### config.mk
export PLATFORM = sky130hd
export DESIGN_NAME = next_smooth_length_flat
export DESIGN_NICKNAME = d
export VERILOG_FILES = /design/src/hw/rtl/nsl_pkg.sv /design/src/hw/rtl/nsl_if.sv /design/src/hw/rtl/nsl_div.sv /design/src/hw/rtl/nsl_dp.sv /design/src/hw/rtl/nsl_ctrl.sv /design/src/hw/rtl/next_smooth_length.sv /design/src/flat_wrapper.sv
export SDC_FILE = /design/constraint.sdc
export NUM_CORES = 1
export LEC_CHECK = 0
export BUFFER_PORTS_ARGS = -buffer_cell sky130_fd_sc_hd__buf_2
export CELL_PAD_IN_SITES_DETAIL_PLACEMENT = 1
export CELL_PAD_IN_SITES_GLOBAL_PLACEMENT = 1
export CORE_UTILIZATION = 35
export CTS_CLUSTER_SIZE = 20
export DETAILED_ROUTE_END_ITERATION = 8
export PLACE_DENSITY = 0.56
export SLEW_MARGIN = 15
export SYNTH_ARGS = -nofsm -noshare
export SYNTH_HDL_FRONTEND = slang
export SYNTH_SLANG_ARGS = --single-unit
### constraint.sdc
create_clock -name i_clk -period 10.48 [get_ports i_clk]
set_input_delay 2.62 -clock i_clk [delete_from_list [all_inputs] [get_ports i_clk]]
set_output_delay 2.62 -clock i_clk [all_outputs]
set_load 0.01 [all_outputs]
### src/hw/rtl/nsl_pkg.sv
// ----------------------------------------------------------------------------
// Next smooth length package
// Payload types, register indexes, reset values and the command and status
// bundles shared by the controller and the datapath.
// ----------------------------------------------------------------------------
package nsl_pkg;

    localparam int REQ_W         = 32;
    localparam int OUT_W         = 31;
    localparam int FACTOR_W      = 8;
    localparam int COUNT_W       = 3;
    localparam int FACTOR_REGS   = 6;
    localparam int CFG_IDX_W     = 3;
    localparam int DIV_STEP_BITS = 4;

    localparam logic [CFG_IDX_W-1:0] CFG_FACTOR_COUNT = 3'd0;
    localparam logic [CFG_IDX_W-1:0] CFG_FACTOR_FIRST = 3'd1;
    localparam logic [CFG_IDX_W-1:0] CFG_FACTOR_LAST  = 3'd6;

    typedef logic [FACTOR_W-1:0] t_factor;

    localparam logic [COUNT_W-1:0] FACTOR_COUNT_RESET = 3'd3;
    localparam t_factor FACTOR_RESET [FACTOR_REGS] = '{
        8'd2, 8'd3, 8'd5, 8'd7, 8'd11, 8'd13
    };

    typedef struct packed {
        logic signed [REQ_W-1:0] requested_length;
        logic                    length_missing;
    } t_req;

    typedef struct packed {
        logic [OUT_W-1:0] smooth_length;
        logic             result_missing;
        logic             overflow;
    } t_res;

    typedef struct packed {
        logic [CFG_IDX_W-1:0] index;
        logic [FACTOR_W-1:0]  data;
    } t_cfg;

    typedef struct packed {
        logic take;
        logic init;
        logic descend;
        logic lvl_dec;
        logic lvl_inc;
        logic mul;
        logic mul_apply;
        logic test_init;
        logic div_start;
        logic div_take;
        logic record;
        logic out_load;
    } t_cmd;

    typedef struct packed {
        logic quick;
        logic leaf;
        logic at_root;
        logic better;
        logic reach;
        logic fac_ok;
        logic mul_over;
        logic div_done;
        logic rem_zero;
        logic v_one;
    } t_sts;

endpackage

### src/hw/rtl/nsl_if.sv
// ----------------------------------------------------------------------------
// Next smooth length channels
// Valid/ready interfaces for the request, result and configuration channels.
// ----------------------------------------------------------------------------
interface nsl_req_if import nsl_pkg::*; ();
    logic valid;
    logic ready;
    t_req payload;

    modport source (output valid, output payload, input ready);
    modport sink (input valid, input payload, output ready);
endinterface

interface nsl_res_if import nsl_pkg::*; ();
    logic valid;
    logic ready;
    t_res payload;

    modport source (output valid, output payload, input ready);
    modport sink (input valid, input payload, output ready);
endinterface

interface nsl_cfg_if import nsl_pkg::*; ();
    logic valid;
    logic ready;
    t_cfg payload;

    modport source (output valid, output payload, input ready);
    modport sink (input valid, input payload, output ready);
endinterface

### src/hw/rtl/nsl_div.sv
// ----------------------------------------------------------------------------
// Next smooth length divisibility unit
// Restoring division of a value by an 8-bit factor, several bits per cycle.
// ----------------------------------------------------------------------------
module nsl_div import nsl_pkg::*; #(
    parameter int VALUE_BITS = 31
) (
    input  logic                  i_clk,
    input  logic                  i_rst_n,
    input  logic                  i_start,
    input  logic [VALUE_BITS-1:0] i_dividend,
    input  t_factor               i_divisor,
    output logic                  o_done,
    output logic [VALUE_BITS-1:0] o_quotient,
    output logic                  o_rem_zero
);

    localparam int DW   = ((VALUE_BITS + DIV_STEP_BITS - 1) / DIV_STEP_BITS) * DIV_STEP_BITS;
    localparam int NCYC = DW / DIV_STEP_BITS;
    localparam int CW   = $clog2(NCYC + 1);

    logic [DW-1:0]       r_q;
    logic [DW-1:0]       n_q;
    logic [FACTOR_W-1:0] r_rem;
    logic [FACTOR_W-1:0] n_rem;
    t_factor             r_divisor;
    logic [CW-1:0]       r_cnt;
    logic                r_busy;
    logic                r_done;

    // Each step shifts the top dividend bit into the partial remainder.
    always_comb begin
        logic [FACTOR_W:0] t;
        n_q   = r_q;
        n_rem = r_rem;
        for (int k = 0; k < DIV_STEP_BITS; k++) begin
            t   = {n_rem, n_q[DW-1]};
            n_q = {n_q[DW-2:0], 1'b0};
            if (t >= {1'b0, r_divisor}) begin
                t      = t - {1'b0, r_divisor};
                n_q[0] = 1'b1;
            end
            n_rem = t[FACTOR_W-1:0];
        end
    end

    always_ff @(posedge i_clk) begin
        if (!i_rst_n) begin
            r_busy <= 1'b0;
            r_done <= 1'b0;
            r_cnt  <= '0;
        end else if (i_start) begin
            r_busy <= 1'b1;
            r_done <= 1'b0;
            r_cnt  <= CW'(NCYC);
        end else if (r_busy) begin
            r_cnt  <= r_cnt - 1'b1;
            r_busy <= (r_cnt != CW'(1));
            r_done <= (r_cnt == CW'(1));
        end else begin
            r_done <= 1'b0;
        end
    end

    always_ff @(posedge i_clk) begin
        if (i_start) begin
            r_q       <= DW'(i_dividend);
            r_rem     <= '0;
            r_divisor <= i_divisor;
        end else if (r_busy) begin
            r_q   <= n_q;
            r_rem <= n_rem;
        end
    end

    assign o_done     = r_done;
    assign o_quotient = r_q[VALUE_BITS-1:0];
    assign o_rem_zero = (r_rem == '0);

endmodule

### src/hw/rtl/nsl_dp.sv
// ----------------------------------------------------------------------------
// Next smooth length datapath
// Product stack for the walk over factor powers, best answer so far, the
// level multiplier, the divisibility test and the result register.
// ----------------------------------------------------------------------------
module nsl_dp import nsl_pkg::*; #(
    parameter int MAX_FACTORS = 6,
    parameter int VALUE_BITS  = 31
) (
    input  logic               i_clk,
    input  logic               i_rst_n,
    input  t_cmd               i_cmd,
    output t_sts               o_sts,
    input  t_req               i_req,
    input  logic [COUNT_W-1:0] i_factor_count,
    input  t_factor            i_factors [MAX_FACTORS],
    output t_res               o_res
);

    localparam int LW = $clog2(MAX_FACTORS + 1);
    localparam int MW = VALUE_BITS + FACTOR_W;

    logic signed [REQ_W-1:0] r_len;
    logic                    r_miss;
    logic [VALUE_BITS-1:0]   r_target;
    logic [VALUE_BITS-1:0]   r_best;
    logic                    r_found;
    logic [VALUE_BITS-1:0]   r_prod [MAX_FACTORS + 1];
    logic [LW-1:0]           r_lvl;
    logic [MW-1:0]           r_mul;
    logic [VALUE_BITS-1:0]   r_v;
    t_res                    r_res;
    t_res                    n_res;

    logic [LW-1:0]         levels;
    logic [LW-1:0]         lvl_up;
    t_factor               fac;
    logic [VALUE_BITS-1:0] p;
    logic                  is_small;
    logic                  is_over;
    logic                  div_done;
    logic                  div_rem_zero;
    logic [VALUE_BITS-1:0] div_quot;

    // A count above the number of factor slots uses all slots.
    assign levels = (i_factor_count > COUNT_W'(MAX_FACTORS)) ? LW'(MAX_FACTORS)
                                                              : LW'(i_factor_count);
    assign lvl_up = r_lvl + 1'b1;
    assign p      = r_prod[r_lvl];

    always_comb begin
        fac = '0;
        for (int i = 0; i < MAX_FACTORS; i++) begin
            if (r_lvl == LW'(i)) begin
                fac = i_factors[i];
            end
        end
    end

    assign is_small = r_len[REQ_W-1] || (r_len[OUT_W-1:0] <= OUT_W'(1));
    assign is_over  = ((r_len[OUT_W-1:0] >> VALUE_BITS) != '0);

    assign o_sts.quick    = r_miss || is_small || is_over;
    assign o_sts.leaf     = (r_lvl == levels);
    assign o_sts.at_root  = (r_lvl == '0);
    assign o_sts.better   = !r_found || (p < r_best);
    assign o_sts.reach    = (p >= r_target);
    // Factors of 0 or 1 are skipped as if not in use.
    assign o_sts.fac_ok   = (fac >= t_factor'(2));
    assign o_sts.mul_over = (r_mul[MW-1:VALUE_BITS] != '0);
    assign o_sts.div_done = div_done;
    assign o_sts.rem_zero = div_rem_zero;
    assign o_sts.v_one    = (r_v == VALUE_BITS'(1));

    nsl_div #(
        .VALUE_BITS (VALUE_BITS)
    ) u_div (
        .i_clk      (i_clk),
        .i_rst_n    (i_rst_n),
        .i_start    (i_cmd.div_start),
        .i_dividend (r_v),
        .i_divisor  (fac),
        .o_done     (div_done),
        .o_quotient (div_quot),
        .o_rem_zero (div_rem_zero)
    );

    always_comb begin
        n_res = '0;
        if (r_miss) begin
            n_res.result_missing = 1'b1;
        end else if (is_small) begin
            n_res.smooth_length = OUT_W'(1);
        end else if (is_over || !r_found) begin
            n_res.overflow = 1'b1;
        end else begin
            n_res.smooth_length = OUT_W'(r_best);
        end
    end

    always_ff @(posedge i_clk) begin
        if (!i_rst_n) begin
            r_lvl   <= '0;
            r_found <= 1'b0;
        end else begin
            if (i_cmd.init) begin
                r_lvl   <= '0;
                r_found <= 1'b0;
            end else if (i_cmd.descend || i_cmd.lvl_inc) begin
                r_lvl <= lvl_up;
            end else if (i_cmd.lvl_dec) begin
                r_lvl <= r_lvl - 1'b1;
            end else if (i_cmd.test_init) begin
                r_lvl <= '0;
            end
            if (i_cmd.record) begin
                r_found <= 1'b1;
            end
        end
    end

    always_ff @(posedge i_clk) begin
        if (i_cmd.take) begin
            r_len  <= i_req.requested_length;
            r_miss <= i_req.length_missing;
        end
        if (i_cmd.init) begin
            r_target  <= r_len[VALUE_BITS-1:0];
            r_prod[0] <= VALUE_BITS'(1);
        end
        if (i_cmd.descend) begin
            r_prod[lvl_up] <= p;
        end
        if (i_cmd.mul) begin
            r_mul <= MW'(p) * MW'(fac);
        end
        if (i_cmd.mul_apply) begin
            r_prod[r_lvl] <= r_mul[VALUE_BITS-1:0];
        end
        if (i_cmd.test_init) begin
            r_v <= p;
        end else if (i_cmd.div_take) begin
            r_v <= div_quot;
        end
        if (i_cmd.record) begin
            r_best <= p;
        end
        if (i_cmd.out_load) begin
            r_res <= n_res;
        end
    end

    assign o_res = r_res;

    a_lvl_in_range: assert property (@(posedge i_clk) disable iff (!i_rst_n)
        r_lvl <= levels)
        else $error("walk level beyond the number of factors in use");

    a_best_reaches_target: assert property (@(posedge i_clk) disable iff (!i_rst_n)
        r_found |-> (r_best >= r_target))
        else $error("recorded answer below the requested length");

    a_record_accepted: assert property (@(posedge i_clk) disable iff (!i_rst_n)
        i_cmd.record |-> (r_v == VALUE_BITS'(1)))
        else $error("answer recorded without a full factorization");

endmodule

### src/hw/rtl/nsl_ctrl.sv
// ----------------------------------------------------------------------------
// Next smooth length controller
// Sequences the walk over factor products, the divisibility test of each
// candidate and the handshakes of the request and result channels.
// ----------------------------------------------------------------------------
module nsl_ctrl import nsl_pkg::*; (
    input  logic i_clk,
    input  logic i_rst_n,
    input  logic i_req_valid,
    output logic o_req_ready,
    output logic o_out_valid,
    input  logic i_out_ready,
    input  t_sts i_sts,
    output t_cmd o_cmd
);

    typedef enum logic [9:0] {
        S_IDLE  = 10'b0000000001,
        S_START = 10'b0000000010,
        S_CHECK = 10'b0000000100,
        S_UP    = 10'b0000001000,
        S_MUL   = 10'b0000010000,
        S_MCHK  = 10'b0000100000,
        S_TSEL  = 10'b0001000000,
        S_TWAIT = 10'b0010000000,
        S_TDONE = 10'b0100000000,
        S_FIN   = 10'b1000000000
    } t_state;

    t_state r_state;
    t_state n_state;
    logic   r_out_valid;

    always_comb begin
        n_state = r_state;
        o_cmd   = '0;
        unique case (r_state)
            S_IDLE: begin
                if (i_req_valid) begin
                    o_cmd.take = 1'b1;
                    n_state    = S_START;
                end
            end
            S_START: begin
                if (i_sts.quick) begin
                    n_state = S_FIN;
                end else begin
                    o_cmd.init = 1'b1;
                    n_state    = S_CHECK;
                end
            end
            S_CHECK: begin
                if (i_sts.leaf) begin
                    if (i_sts.reach && i_sts.better) begin
                        o_cmd.test_init = 1'b1;
                        n_state         = S_TSEL;
                    end else begin
                        n_state = S_UP;
                    end
                end else if (i_sts.better) begin
                    o_cmd.descend = 1'b1;
                end else begin
                    n_state = S_UP;
                end
            end
            S_UP: begin
                if (i_sts.at_root) begin
                    n_state = S_FIN;
                end else begin
                    o_cmd.lvl_dec = 1'b1;
                    n_state       = S_MUL;
                end
            end
            S_MUL: begin
                // A level without a usable factor holds one power only.
                if (!i_sts.fac_ok) begin
                    n_state = S_UP;
                end else begin
                    o_cmd.mul = 1'b1;
                    n_state   = S_MCHK;
                end
            end
            S_MCHK: begin
                if (i_sts.mul_over) begin
                    n_state = S_UP;
                end else begin
                    o_cmd.mul_apply = 1'b1;
                    n_state         = S_CHECK;
                end
            end
            S_TSEL: begin
                if (i_sts.leaf) begin
                    n_state = S_TDONE;
                end else if (!i_sts.fac_ok) begin
                    o_cmd.lvl_inc = 1'b1;
                end else begin
                    o_cmd.div_start = 1'b1;
                    n_state         = S_TWAIT;
                end
            end
            S_TWAIT: begin
                if (i_sts.div_done) begin
                    if (i_sts.rem_zero) begin
                        o_cmd.div_take = 1'b1;
                    end else begin
                        o_cmd.lvl_inc = 1'b1;
                    end
                    n_state = S_TSEL;
                end
            end
            S_TDONE: begin
                if (i_sts.v_one) begin
                    o_cmd.record = 1'b1;
                end
                n_state = S_UP;
            end
            S_FIN: begin
                if (!r_out_valid || i_out_ready) begin
                    o_cmd.out_load = 1'b1;
                    n_state        = S_IDLE;
                end
            end
            default: begin
                n_state = S_IDLE;
            end
        endcase
    end

    always_ff @(posedge i_clk) begin
        if (!i_rst_n) begin
            r_state     <= S_IDLE;
            r_out_valid <= 1'b0;
        end else begin
            r_state <= n_state;
            if (o_cmd.out_load) begin
                r_out_valid <= 1'b1;
            end else if (i_out_ready) begin
                r_out_valid <= 1'b0;
            end
        end
    end

    assign o_req_ready = (r_state == S_IDLE);
    assign o_out_valid = r_out_valid;

    a_take_starts: assert property (@(posedge i_clk) disable iff (!i_rst_n)
        (i_req_valid && o_req_ready) |=> (r_state == S_START))
        else $error("accepted request did not start processing");

    a_wait_division: assert property (@(posedge i_clk) disable iff (!i_rst_n)
        (r_state == S_TWAIT && !i_sts.div_done) |=> (r_state == S_TWAIT))
        else $error("left the division wait before the unit finished");

    a_div_usable: assert property (@(posedge i_clk) disable iff (!i_rst_n)
        o_cmd.div_start |-> i_sts.fac_ok)
        else $error("division started with an unusable factor");

endmodule

### src/hw/rtl/next_smooth_length.sv
// ----------------------------------------------------------------------------
// Next smooth length
// Rounds a requested length up to the smallest product of the factors in use
// that a greedy division by those factors, in order, reduces to one.
// ----------------------------------------------------------------------------
//  Channel   Direction  Payload                                    Accepted when
//  i_req     in         requested_length, length_missing           valid & ready
//  o_res     out        smooth_length, result_missing, overflow    valid & ready
//  i_cfg     in         index, data                                valid & ready
//
//  A missing, small or out-of-range request goes from S_START straight to S_FIN,
//  which loads its result. Otherwise the controller walks every product of the
//  factors in use below the best answer found so far: it descends a level in
//  S_CHECK and moves a level to its next power through S_UP, S_MUL and S_MCHK,
//  and tests each candidate by repeated divisions in S_TSEL and S_TWAIT. Reset
//  is synchronous and loads a factor count of three, so the default factors 2,
//  3, 5 are in use. The last state of an item, S_FIN, waits while an earlier
//  result is still held in the output register. A new request is taken while
//  a result waits in the output register.
// ----------------------------------------------------------------------------
module next_smooth_length import nsl_pkg::*; #(
    parameter int MAX_FACTORS = 6,
    parameter int VALUE_BITS  = 31
) (
    input  logic          i_clk,
    input  logic          i_rst_n,
    nsl_req_if.sink       i_req,
    nsl_res_if.source     o_res,
    nsl_cfg_if.sink       i_cfg
);

    logic [COUNT_W-1:0] r_factor_count;
    t_factor            r_factor [FACTOR_REGS];
    t_factor            dp_factors [MAX_FACTORS];
    t_cmd               cmd;
    t_sts               sts;

    assign i_cfg.ready = 1'b1;

    // Writes to indexes past the last factor register are dropped.
    always_ff @(posedge i_clk) begin
        if (!i_rst_n) begin
            r_factor_count <= FACTOR_COUNT_RESET;
            r_factor       <= FACTOR_RESET;
        end else if (i_cfg.valid && i_cfg.ready) begin
            if (i_cfg.payload.index == CFG_FACTOR_COUNT) begin
                r_factor_count <= i_cfg.payload.data[COUNT_W-1:0];
            end else if (i_cfg.payload.index >= CFG_FACTOR_FIRST &&
                         i_cfg.payload.index <= CFG_FACTOR_LAST) begin
                r_factor[i_cfg.payload.index - CFG_FACTOR_FIRST] <= i_cfg.payload.data;
            end
        end
    end

    always_comb begin
        for (int i = 0; i < MAX_FACTORS; i++) begin
            dp_factors[i] = r_factor[i];
        end
    end

    nsl_ctrl u_ctrl (
        .i_clk       (i_clk),
        .i_rst_n     (i_rst_n),
        .i_req_valid (i_req.valid),
        .o_req_ready (i_req.ready),
        .o_out_valid (o_res.valid),
        .i_out_ready (o_res.ready),
        .i_sts       (sts),
        .o_cmd       (cmd)
    );

    nsl_dp #(
        .MAX_FACTORS (MAX_FACTORS),
        .VALUE_BITS  (VALUE_BITS)
    ) u_dp (
        .i_clk          (i_clk),
        .i_rst_n        (i_rst_n),
        .i_cmd          (cmd),
        .o_sts          (sts),
        .i_req          (i_req.payload),
        .i_factor_count (r_factor_count),
        .i_factors      (dp_factors),
        .o_res          (o_res.payload)
    );

endmodule

### src/flat_wrapper.sv
// flat-port wrapper written by rule: the top's interface ports become plain ports
module next_smooth_length_flat import nsl_pkg::*;
#(
    parameter int MAX_FACTORS = 6,
    parameter int VALUE_BITS  = 31
)
  (i_clk, i_rst_n, i_req_valid, i_req_payload, i_req_ready, o_res_valid, o_res_payload, o_res_ready, i_cfg_valid, i_cfg_payload, i_cfg_ready);
  nsl_req_if i_req_i ();
  nsl_res_if o_res_i ();
  nsl_cfg_if i_cfg_i ();
  input  logic i_clk;
  input  logic i_rst_n;
  input wire logic [$bits(i_req_i.valid)-1:0] i_req_valid;
  input wire logic [$bits(i_req_i.payload)-1:0] i_req_payload;
  output wire logic [$bits(i_req_i.ready)-1:0] i_req_ready;
  output wire logic [$bits(o_res_i.valid)-1:0] o_res_valid;
  output wire logic [$bits(o_res_i.payload)-1:0] o_res_payload;
  input wire logic [$bits(o_res_i.ready)-1:0] o_res_ready;
  input wire logic [$bits(i_cfg_i.valid)-1:0] i_cfg_valid;
  input wire logic [$bits(i_cfg_i.payload)-1:0] i_cfg_payload;
  output wire logic [$bits(i_cfg_i.ready)-1:0] i_cfg_ready;
  assign i_req_i.valid = i_req_valid;
  assign i_req_i.payload = i_req_payload;
  assign i_req_ready = i_req_i.ready;
  assign o_res_valid = o_res_i.valid;
  assign o_res_payload = o_res_i.payload;
  assign o_res_i.ready = o_res_ready;
  assign i_cfg_i.valid = i_cfg_valid;
  assign i_cfg_i.payload = i_cfg_payload;
  assign i_cfg_ready = i_cfg_i.ready;
  next_smooth_length #(.MAX_FACTORS(MAX_FACTORS), .VALUE_BITS(VALUE_BITS)) u_core (.i_clk(i_clk), .i_rst_n(i_rst_n), .i_req(i_req_i), .o_res(o_res_i), .i_cfg(i_cfg_i));
endmodule
After elaboration in Yosys (flattened, before gate mapping):

Memory sizes are Yosys's and may differ from the RTL's. A register that Yosys moved wholly into a read port is not among the register bits.
Index checks and enable logic that the tools add are counted.

* reduce and logical (&&, ||, !) cells: 29
* add/subtract/negate cells: 8
* multipliers: 1
* muxes and demuxes: 94
* equality and inequality tests: 24
* order comparisons: 13
* bitwise gates (word level): 5

Operators with widths (number)
* two-way mux 31 bit: 6
* one-hot mux 10 bit (10 select lines): 1
* two-way mux 10 bit: 9
* two-way mux 8 bit: 11
* OR reduction 31 bit: 2
* two-way mux 1 bit: 51
* bitwise mux 48 bit: 1
* multiplier 31 x 8 -> 39 bit: 1
* greater-or-equal comparator 9 x 8 -> 1 bit: 4
* subtractor 8 bit: 4
* equality test 31 x 1 -> 1 bit, second input constant: 1
* greater-or-equal comparator 31 bit: 1
* less-or-equal comparator 31 x 1 -> 1 bit, second input constant: 1
* less-than comparator 31 bit: 1
* demux 8 bit (select 3 bit): 1
* two-way mux 3 bit: 8
* two-way mux 4 bit: 3
* equality test 10 x 1 -> 1 bit, second input constant: 1
* equality test 10 bit, second input constant: 1
* equality test 10 x 2 -> 1 bit, second input constant: 1
* equality test 10 x 3 -> 1 bit, second input constant: 1
* equality test 10 x 4 -> 1 bit, second input constant: 1
* equality test 10 x 5 -> 1 bit, second input constant: 1
* equality test 10 x 6 -> 1 bit, second input constant: 1
* 38 further kinds: 61

* bits of input ports: 49
* memory bits (writable): 217
* word-level logic and storage cells: 204
* bits in registers: 318
* memories: 1
* output and inout bits: 36

Memories
* u_core.u_dp.r_prod: words 7, width 31, read ports 1, clocked after memory_dff 1, write ports 1, line nsl_dp.sv:28 `logic [VALUE_BITS-1:0] r_prod [MAX_FACTORS + 1];`

Longest topological paths before layout:

Gate-level depths: netlist of run 1.

* word-level depth: 15
* gate-level depth with buffers: 37
* depth with buffers taken out: 34

Modules after synthesis:

Synthesis of run 1 repeated with hierarchy kept, for this count alone.

* cell total of the unflattened synthesis: 3332
* area total of the unflattened synthesis: 34703.3 um^2

Modules (own cells, without submodules)
* nsl_dp: sequential area each 12602.1 um^2, cells each 2602, times used 1, area an instance 27466.3 um^2
* nsl_div: sequential area each 1471.4 um^2, cells each 418, times used 1, area an instance 4245.3 um^2
* next_smooth_length: sequential area each 1021.0 um^2, cells each 206, times used 1, area an instance 2130.8 um^2
* nsl_ctrl: sequential area each 220.2 um^2, cells each 106, times used 1, area an instance 860.8 um^2

Least setup slack after synthesis of run 1:

OpenSTA, ideal clock, no wires.

* kind: register to register
* from: register u_core.u_dp.u_div.r_divisor[1]
* to: register u_core.u_dp.u_div.r_q[0] (data pin)
* data required time: 10.219 ns
* stages on the path, launching flop included: 37
* buffers on the path: 2
* period minus slack after synthesis: 7.754 ns
* setup time: 0.261 ns
* arrival time: 7.494 ns
* slack: 2.726 ns
* cell sequence: edfxtp_1 > inv_1 > ha_1 > nor2b_1 > o31a_1 > o21a_1 > o41ai_4 > mux2_2 > inv_1 > ha_1 > nor2b_1 > o21ai_0 > nand3_1 > and3_1 > a211o_1 > buf_2 > mux2_2 > inv_1 > ha_1 > nor2b_1 > o31a_1 > o21ai_0 > a31oi_1 > o221ai_1 > o221a_1 > buf_6 > mux2i_1 > ha_1 > nor2b_1 > o21ai_0 > a21oi_1 > o21ai_0 > a21oi_1 > o21bai_1 > a221oi_4 > and2_1 > a21oi_1

* word-level cells in the longest chain between the ends: 10
* elaborated cells between the ends (all ways): 13
* those cells by class: add/sub (3); order compare (4); mux (6)

RTL lines
* start, declared: line nsl_div.sv:26 `t_factor r_divisor;`
* start signal, assigned: line nsl_div.sv:69 `r_divisor <= i_divisor;`
* subtractor 8 bit or greater-or-equal comparator 9 x 8 -> 1 bit (tied branches): line nsl_div.sv:40, nsl_div.sv:39
* two-way mux 8 bit: line nsl_div.sv:39 `if (t >= {1'b0, r_divisor}) begin`
* subtractor 8 bit or greater-or-equal comparator 9 x 8 -> 1 bit (tied branches): line nsl_div.sv:40, nsl_div.sv:39
* two-way mux 8 bit: line nsl_div.sv:39
* subtractor 8 bit or greater-or-equal comparator 9 x 8 -> 1 bit (tied branches): line nsl_div.sv:40, nsl_div.sv:39
* two-way mux 8 bit: line nsl_div.sv:39
* greater-or-equal comparator 9 x 8 -> 1 bit *: line nsl_div.sv:39
* two-way mux 1 bit *: line nsl_div.sv:39
* two-way mux 31 bit *: line nsl_div.sv:70 `end else if (r_busy) begin`
* two-way mux 31 bit *: line nsl_div.sv:66 `if (i_start) begin`
* end signal, assigned: line nsl_div.sv:67 `r_q <= DW'(i_dividend);`
* end signal, assigned: line nsl_div.sv:71 `r_q <= n_q;`
* end, declared: line nsl_div.sv:22 `logic [DW-1:0] r_q;`

Mark *: on every way between the ends. The rest lies on a longest branch, timed or not. The select of a mux whose other input is x is not followed.
A chain may end at the register's enable or synchronous reset.

Final worst setup path of run 1:

Ends and elaborated chain as after synthesis.

==> results of run 1 <==
cells in the mapped netlist, types with 5 or more instances:
library cell	instances
a211oi_1	8
a21boi_0	5
a21o_1	48
a21oi_1	162
a221o_1	5
a221oi_1	6
a22o_1	32
a31oi_1	9
and2_1	37
and3_1	16
buf_1	10
buf_2	20
clkbuf_1	74
dfxtp_1	84
edfxtp_1	454
fa_1	178
ha_1	164
inv_1	287
mux2_2	45
mux2i_1	91
mux4_2	31
nand2_1	417
nand2b_1	14
nand3_1	33
nand3b_1	20
nand4_1	26
nor2_1	94
nor2b_1	52
nor3_1	47
nor3b_1	7
nor4_1	24
o211ai_1	11
o21a_1	17
o21ai_0	75
o21ai_1	5
o21bai_1	5
o22ai_1	5
o31a_1	5
or2_2	5
xnor2_1	36
xor2_1	19
area by class of cell:
type	instances	area, um^2	share of cell area [%]
diodes	2	5.005	0.01398
clock buffers	86	1767	4.935
clock inverters	32	284.0	0.7933
inverters	287	1077	3.009
multi-input cells	1822	15020	41.94
flip-flops and latches	538	15320	42.80
well taps	1176	1471	4.110
repair buffers	142	858.3	2.398
worst min path at each step:
stage / startpoint / endpoint / slack [ns] / depth (start not counted)
after floorplan: u_core.u_dp.r_len[0] / u_core.u_dp.r_target[0] / 0.40 / 0
after global placement: u_core.u_dp.r_len[0] / u_core.u_dp.r_target[0] / 0.41 / 0
after detailed placement: u_core.u_dp.r_len[0] / u_core.u_dp.r_target[0] / 0.41 / 0
after CTS: u_core.u_dp.r_len[0] / u_core.u_dp.r_target[0] / 0.42 / 0
after global routing: u_core.u_dp.r_len[0] / u_core.u_dp.r_target[0] / 0.45 / 0
final: u_core.u_dp.r_len[0] / u_core.u_dp.r_target[0] / 0.42 / 0
power breakdown:
part,switching (mW),total [mW],internal [mW]
sequential,0.0278,2.38,2.35
clock,0.947,2.20,1.25
combinational,0.880,1.52,0.639
total,1.85,6.10,4.25
metal layers:
| metal | GRT usage [%] | vias up | wire (um) |
|---|---|---|---|
| met2 | 37.16 | 395 | 47740 |
| met3 | 2.470 | 120 | 3374 |
| met1 | 29.83 | 11300 | 44770 |
| met4 | 5.899 | 0 | 2444 |
| li1 | - | 9904 | - |
| met5 | 0 | - | 0 |
through the flow:
stage | cells | setup WS, ns | hold slack [ns] | utilization (%) | instance area [um^2]
finish | 4085 | 1.415 | 0.4231 | 39.83 | 35800
global route | 4083 | 0.7569 | 0.4522 | 39.83 | 35800
CTS | 4083 | 1.396 | 0.4237 | 39.83 | 35800
detailed placement | 3965 | 1.421 | 0.4097 | 37.55 | 33740
global placement | 3965 | 1.526 | 0.4059 | 37.55 | 33740
floorplan | 2754 | 2.726 | 0.4003 | - | 31730
flip-flops by register name (all words and copies together) (netlist names), 3 cells and up, named ones only:
signal / count
u_core.u_dp.r_best: 31
u_core.u_dp.u_div.r_rem: 8
u_core.u_dp.u_div.r_cnt: 4
u_core.u_dp.u_div.r_q: 32
u_core.u_dp.r_mul: 39
u_core.u_dp.r_v: 31
u_core.u_dp.r_lvl: 3
u_core.u_dp.o_res: 33
u_core.r_factor_count: 3
u_core.u_dp.u_div.r_divisor: 8
u_core.dp_factors: 48
u_core.u_ctrl.r_state: 10
u_core.u_dp.r_target: 31
u_core.u_dp.r_prod: 217
u_core.u_dp.r_len: 32
worst register-to-register path, delay by kind of cell (launching register included):
| kind | cells | cell delay (ns) |
|---|---|---|
| compound gates | 17 | 3.96 |
| fa+ha+maj | 4 | 1.08 |
| buf+inv | 5 | 0.92 |
| flops | 1 | 0.46 |
| mux | 3 | 1.19 |
| simple gates | 7 | 1.15 |
kinds of logic after synthesis:
logic type	share of synthesized area [%]
muxes	6.669
buffers and inverters	4.799
xor gates and xnor gates	1.518
other	0.01182
and+or+nand+nor	12.12
DFF	48.27
adders and majority gates	17.70
AOI/OAI and AO/OA	8.909
==> summary.md, run 1 <==
| Metric | Value |
|---|---|
| Synth-to-Final Area Change | `12.84%` |
| Transition time at the pin with the least slew margin | `1.233 ns` |
| Layout filler cell count | `9668` |
| Net count of the mapped netlist | `3145` |
| Number of pins exceeding their max-slew limit in the final report | `0` |
| Static Leak | `14.04 nW` |
| Crit path to | `u_core.u_dp.u_div.r_q[0]` |
| Number of gates given a new drive strength after cts | `0` |
| Core Region | `0.08987 mm^2` |
| All-layer global routing usage | `21.97%` |
| Critical path class | `reg2reg` |
| Buffer levels on the longest clock path | `3` |
| Unique cell type count in the Yosys netlist | `80` |
| Data arrival time at the worst-slack endpoint | `9.38 ns` |
| Minimum clock period after layout | `9.065 ns` |
| Final Skew | `0.03380 ns` |
| Vertical die dimension | `303.1 um` |
| Final global-route overflow total | `0` |
| Final Cycle Share | `86.49%` |
| End of the worst register-to-register path | `u_core.u_dp.u_div.r_q[0]` |
| Number of placement rows | `110` |
| Wire length per cell | `24.07 um` |
| Largest cells by area after synthesis | `edfxtp_1, fa_1, ha_1, dfxtp_1, nand2_1` |
| Total Die Area | `0.09185 mm^2` |
| Yosys warnings | `0` |
| Initial core utilization | `35.30%` |
| Post-synth top area cell | `edfxtp_1` |
| Detailed-placement wirelength estimate | `69000 um` |
| Number of input and output port buffers inserted | `83` |
| Aggregate routed wire length | `98330 um` |
| Router iterations before antenna repair | `5` |
| Number of design rule violations left after detail routing | `0` |
| CP startpoint kind | `flop` |
| ANT nets after route | `0` |
| Status | `finished clean` |
| Unrepaired setup endpoints after global routing | `no` |
| Most common library cell in the layout ignoring fill and taps | `edfxtp_1` |
| Pwr/cell area | `170.4 mW/mm^2` |
| Mean instance size in the synthesized netlist | `11.52 um^2` |
| Final layout net count | `3248` |
| Area fraction of the dominant cell type after synthesis | `42.97%` |
| Via count of the routed design | `21720` |
| Final setup violation count | `0` |
| Worst path top cell family by delay | `compound AO/OA/AOI/OAI gates` |
| Post-CTS setup buffer count | `0` |
| CP startpoint | `u_core.u_dp.u_div.r_divisor[1]` |
| Relative slew slack | `17.27%` |
| Ports placed on the boundary | `85` |
| Bufs and invs on worst path | `5` |
| Share of the yosys chip area belonging to registers | `48.27%` |
| Library cell used as clock root buffer | `clkbuf_16` |
| Final hold violation count | `0` |
| Count of flip-flops with a built-in enable after synthesis | `454` |
| Highest clock rate | `110.3 MHz` |
| Initial antenna violation count | `7` |
| Slack of the worst reg-to-reg path | `1.42 ns` |
| Commonest cells after routing, fill and taps aside | `edfxtp_1, nand2_1, inv_1` |
| Cell count of the worst reg-to-reg path | `36` |
| Starting DRC count in detailed routing | `1356` |
| CP max stage cell | `o41ai_4` |
| Global-route wire length before repair | `149800 um` |
| Number of H-tree branching levels | `3` |
| Setup tns final | `0 ns` |
| Flops & latches, synth | `538` |
| Hold Buf Count CTS | `0` |
| WP depth | `36` |
| Detailed-route vias per instance | `5.318` |
| Worst voltage drop across the vdd grid | `0.1259 mV` |
| Number of cells produced by synthesis | `2754` |
| Sort of element at the end of the critical path | `flop` |
| CTS Buf Count | `66` |
| Most used flip-flop cell after synthesis | `edfxtp_1` |
| Largest net degree at the start of global routing | `68` |
| Total power consumption of the routed design | `6.099 mW` |
| Clock insertion delay at the later pin of the skew report | `0.62 ns` |
| CTS sink cnt | `538` |
| Hold WC Path Type | `reg2reg` |
| Ratio of cells with drive above 1 in the final layout | `11.87%` |
| Post-synthesis instance area | `0.03173 mm^2` |
| Die width | `303.1 um` |
| CTS tree | `done` |
| Highest net fanout along the worst path | `11` |
| CP required | `10.79 ns` |
| Final GP Congestion | `0.8538` |
| Worst reg2reg path startpoint | `u_core.u_dp.u_div.r_divisor[1]` |
| Max incr delay on CP | `0.49 ns` |
| Vias in the first global route | `23740` |
| Max Cap Viol | `0` |
| Clock slew at the register clock pins of the worst setup and hold paths | `0.06 ns` |
| Synth async-reset ratio | `0%` |
No activity file was read; power rests on OpenSTA's default activity.
==> run 2, diff against run 1 <==
--- a/config.mk
+++ b/config.mk
@@ -5,13 +5,14 @@
 export SDC_FILE = /design/constraint.sdc
 export NUM_CORES = 1
 export LEC_CHECK = 0
+export ABC_AREA = 1
 export BUFFER_PORTS_ARGS = -buffer_cell sky130_fd_sc_hd__buf_2
 export CELL_PAD_IN_SITES_DETAIL_PLACEMENT = 1
 export CELL_PAD_IN_SITES_GLOBAL_PLACEMENT = 1
 export CORE_UTILIZATION = 35
 export CTS_CLUSTER_SIZE = 20
 export DETAILED_ROUTE_END_ITERATION = 8
-export PLACE_DENSITY = 0.56
+export PLACE_DENSITY = 0.58
 export SLEW_MARGIN = 15
 export SYNTH_ARGS = -nofsm -noshare
 export SYNTH_HDL_FRONTEND = slang
==> run 2 against run 1 <==
Via count up 8.5%. Critical endpoint is now u_core.u_dp.r_mul[21]. Critical path depth down 8. Synthesized area about the same.
==> summary.md, run 2 <==
| Metric | Value |
|---|---|
| ANT nets after route | `0 (unchanged)` |
| Area fraction of the dominant cell type after synthesis | `43.00% (about the same)` |
| Global-route wire length before repair | `158000 um (+5.5%)` |
| Most common cell in the synthesized netlist | `nand2_1` |
| Commonest cells after routing, fill and taps aside | `nand2_1, edfxtp_1, inv_1` |
| Die width | `303.0 um (about the same)` |
| CTS tree | `done` |
| Most used flip-flop cell after synthesis | `edfxtp_1` |
| Post-synthesis instance area | `0.03171 mm^2 (about the same)` |
| Core Region | `0.08987 mm^2 (unchanged)` |
| CP startpoint kind | `flop` |
| Unrepaired setup endpoints after global routing | `no` |
| Max incr delay on CP | `0.70 ns (+0.21 ns)` |
| Critical path class | `reg2reg` |
| Router iterations before antenna repair | `5 (unchanged)` |
| Post-route worst setup slack | `2.653 ns (+1.238 ns)` |
| Yosys warnings | `0 (unchanged)` |
| Net count of the mapped netlist | `3623 (+15%)` |
| Vertical die dimension | `303.0 um (about the same)` |
| Largest cells by area after synthesis | `edfxtp_1, fa_1, nand2_1, ha_1, dfxtp_1` |
| Layout filler cell count | `10110 (+4.5%)` |
| Data arrival time at the worst-slack endpoint | `8.16 ns (-1.22 ns)` |
| Detailed-route vias per instance | `5.171 (-2.8%)` |
| Largest net degree at the start of global routing | `65 (-4.4%)` |
| Flops & latches, synth | `538 (unchanged)` |
| Buffer levels on the longest clock path | `3 (unchanged)` |
| Via count of the routed design | `23580 (+8.5%)` |
| Clock insertion delay at the later pin of the skew report | `0.63 ns (about the same)` |
| Starting DRC count in detailed routing | `1435 (+5.8%)` |
| Most common library cell in the layout ignoring fill and taps | `nand2_1` |
| Minimum clock period after layout | `7.827 ns (-1.238 ns)` |
| Slack of the worst reg-to-reg path | `2.65 ns (+1.24 ns)` |
| Initial antenna violation count | `7 (unchanged)` |
| Synth async-reset ratio | `0% (unchanged)` |
| Number of placement rows | `110 (unchanged)` |
| Final std cell area, no fill | `0.03578 mm^2 (about the same)` |
| Largest Register | `u_core.u_dp.r_prod` |
| Final global-route overflow total | `0 (unchanged)` |
| Wire length per cell | `22.91 um (-4.8%)` |
| Pwr/cell area | `212.0 mW/mm^2 (+24%)` |
| Final GP Congestion | `0.8700 (+1.9%)` |
| Max Cap Viol | `0 (unchanged)` |
| Number of H-tree branching levels | `3 (unchanged)` |
| Library cell used as clock root buffer | `clkbuf_16` |
| Number of design rule violations left after detail routing | `0 (unchanged)` |
| Initial core utilization | `35.28% (about the same)` |
| Final setup violation count | `0 (unchanged)` |
| Relative slew slack | `23.20% (+5.9 points)` |
| Ratio of cells with drive above 1 in the final layout | `9.252% (-2.6 points)` |
| Ports placed on the boundary | `85 (unchanged)` |
| Final Cycle Share | `74.68% (-12 points)` |
| Highest net fanout along the worst path | `28 (+17)` |
| Finished Core Util | `39.81% (about the same)` |
| Worst voltage drop across the vdd grid | `0.3341 mV (+170%)` |
| Non-filler instance count after layout | `4560 (+12%)` |
| Transition time at the pin with the least slew margin | `1.149 ns (-0.08429 ns)` |
| Detailed-placement wirelength estimate | `75810 um (+9.9%)` |
| Number of gates given a new drive strength after cts | `0 (unchanged)` |
| Total area of sequential cells | `0.01532 mm^2 (about the same)` |
| Final layout net count | `3726 (+15%)` |
| Status | `finished clean` |
| Most common library cells after synthesis | `nand2_1, edfxtp_1, inv_1, nor2_1, fa_1` |
| CP required | `10.81 ns (+0.02 ns)` |
| Footprint of the multi-input gates | `0.01441 mm^2 (-4.0%)` |
| CP max stage cell | `inv_2` |
| Sort of element at the end of the critical path | `flop` |
| Placed Instance Area | `0.03361 mm^2 (-0.41%)` |
| Dpl ws | `2.743 ns (+1.322 ns)` |
| Hold WC Path Type | `reg2reg` |
| Final hold slack | `0.4331 ns (+0.01006 ns)` |
| Share of the yosys chip area belonging to registers | `48.30% (about the same)` |
| Highest clock rate | `127.8 MHz (+16%)` |
| Synth-to-Final Area Change | `12.85% (about the same)` |
| Final hold violation count | `0 (unchanged)` |
| Setup tns final | `0 ns (unchanged)` |
| Vias in the first global route | `25580 (+7.8%)` |
| Final Skew | `0.03907 ns (+0.005272 ns)` |
| Flip-flop count of the largest register, all copies and words added | `217 (unchanged)` |
| CTS Buf Count | `66 (unchanged)` |
| All-layer global routing usage | `23.22% (+1.2 points)` |
| Number of cells produced by synthesis | `3232 (+17%)` |
| Mean instance size in the synthesized netlist | `9.810 um^2 (-15%)` |
| Count of flip-flops with a built-in enable after synthesis | `454 (unchanged)` |
| Post-CTS setup buffer count | `0 (unchanged)` |
| Static Leak | `15.11 nW (+7.7%)` |
| Total power consumption of the routed design | `7.586 mW (+24%)` |
| Clock slew at the register clock pins of the worst setup and hold paths | `0.06 ns (about the same)` |
| Inst Count DP | `4443 (+12%)` |
| Number of input and output port buffers inserted | `83 (unchanged)` |
| Unique cell type count in the Yosys netlist | `69 (-14%)` |
| CTS sink cnt | `538 (unchanged)` |
| Number of pins exceeding their max-slew limit in the final report | `0 (unchanged)` |
| Total Die Area | `0.09180 mm^2 (about the same)` |
| Aggregate routed wire length | `104500 um (+6.3%)` |
| Post-synth top area cell | `edfxtp_1` |
| Hold Buf Count CTS | `0 (unchanged)` |
-- run 2: cell count changes in the layout (fill, tap and decap cells not counted), sizes merged, moves of 52 or more --
cell	change
nand3	+104
nor2b	-52
nor2	+276
nand2	+288
o21ai	+125
a21oi	-54
inv	+137
mux2i	-91
-- run 2: cell type report --
type	count	area share, %
diodes	1	0.006993
clock buffers	86	5.144
clock inverters	30	0.9266
inverters	428	4.528
multi-input cells	2168	40.27
flip-flops and latches	538	42.80
well taps	1176	4.112
repair buffers	133	2.210
-- run 2: cell families after synthesis --
| group | count (synthesis) | share of synthesized area, % |
|---|---|---|
| and+or+nand+nor | 1319 | 17.62 |
| DFF | 538 | 48.30 |
| buffers and inverters | 526 | 6.511 |
| AOI/OAI and AO/OA | 447 | 8.220 |
| adders and majority gates | 342 | 17.71 |
| xor gates and xnor gates | 59 | 1.630 |
| other | 1 | 0.01183 |
-- run 2: final timing paths --
| kind | endpoint | depth (start not counted) | startpoint |
|---|---|---|---|
| max reg2reg | u_core.u_dp.r_mul[21] | 28 | u_core.u_dp.r_lvl[1] |
| max | u_core.u_dp.r_mul[21] | 28 | u_core.u_dp.r_lvl[1] |
| min | u_core.u_dp.r_target[20] | 0 | u_core.u_dp.r_len[20] |
| min reg2reg | u_core.u_dp.r_target[20] | 0 | u_core.u_dp.r_len[20] |
-- run 2: critical path, delay by kind of cell, from the launching register on --
family          cells  cell delay, ns
buf+inv             5            1.18
compound gates      7            1.93
xor+xnor            1            0.18
simple gates        9            1.15
fa+ha+maj           6            2.57
flops               1            0.48
-- run 2: layer usage --
metal / GRT usage [%] / vias to the layer above / wire length (um)
met5: 0 / - / 40
met4: 8.256 / 6 / 3676
met3: 4.032 / 173 / 5138
met2: 38.69 / 506 / 49530
met1: 30.27 / 11950 / 46090
li1: - / 10950 / -
-- run 2: where the power goes --
group	total [mW]	switching [mW]	internal [mW]
registers	2.44	0.0400	2.40
clock network	2.28	0.953	1.33
logic	2.86	1.83	1.03
total	7.59	2.83	4.76
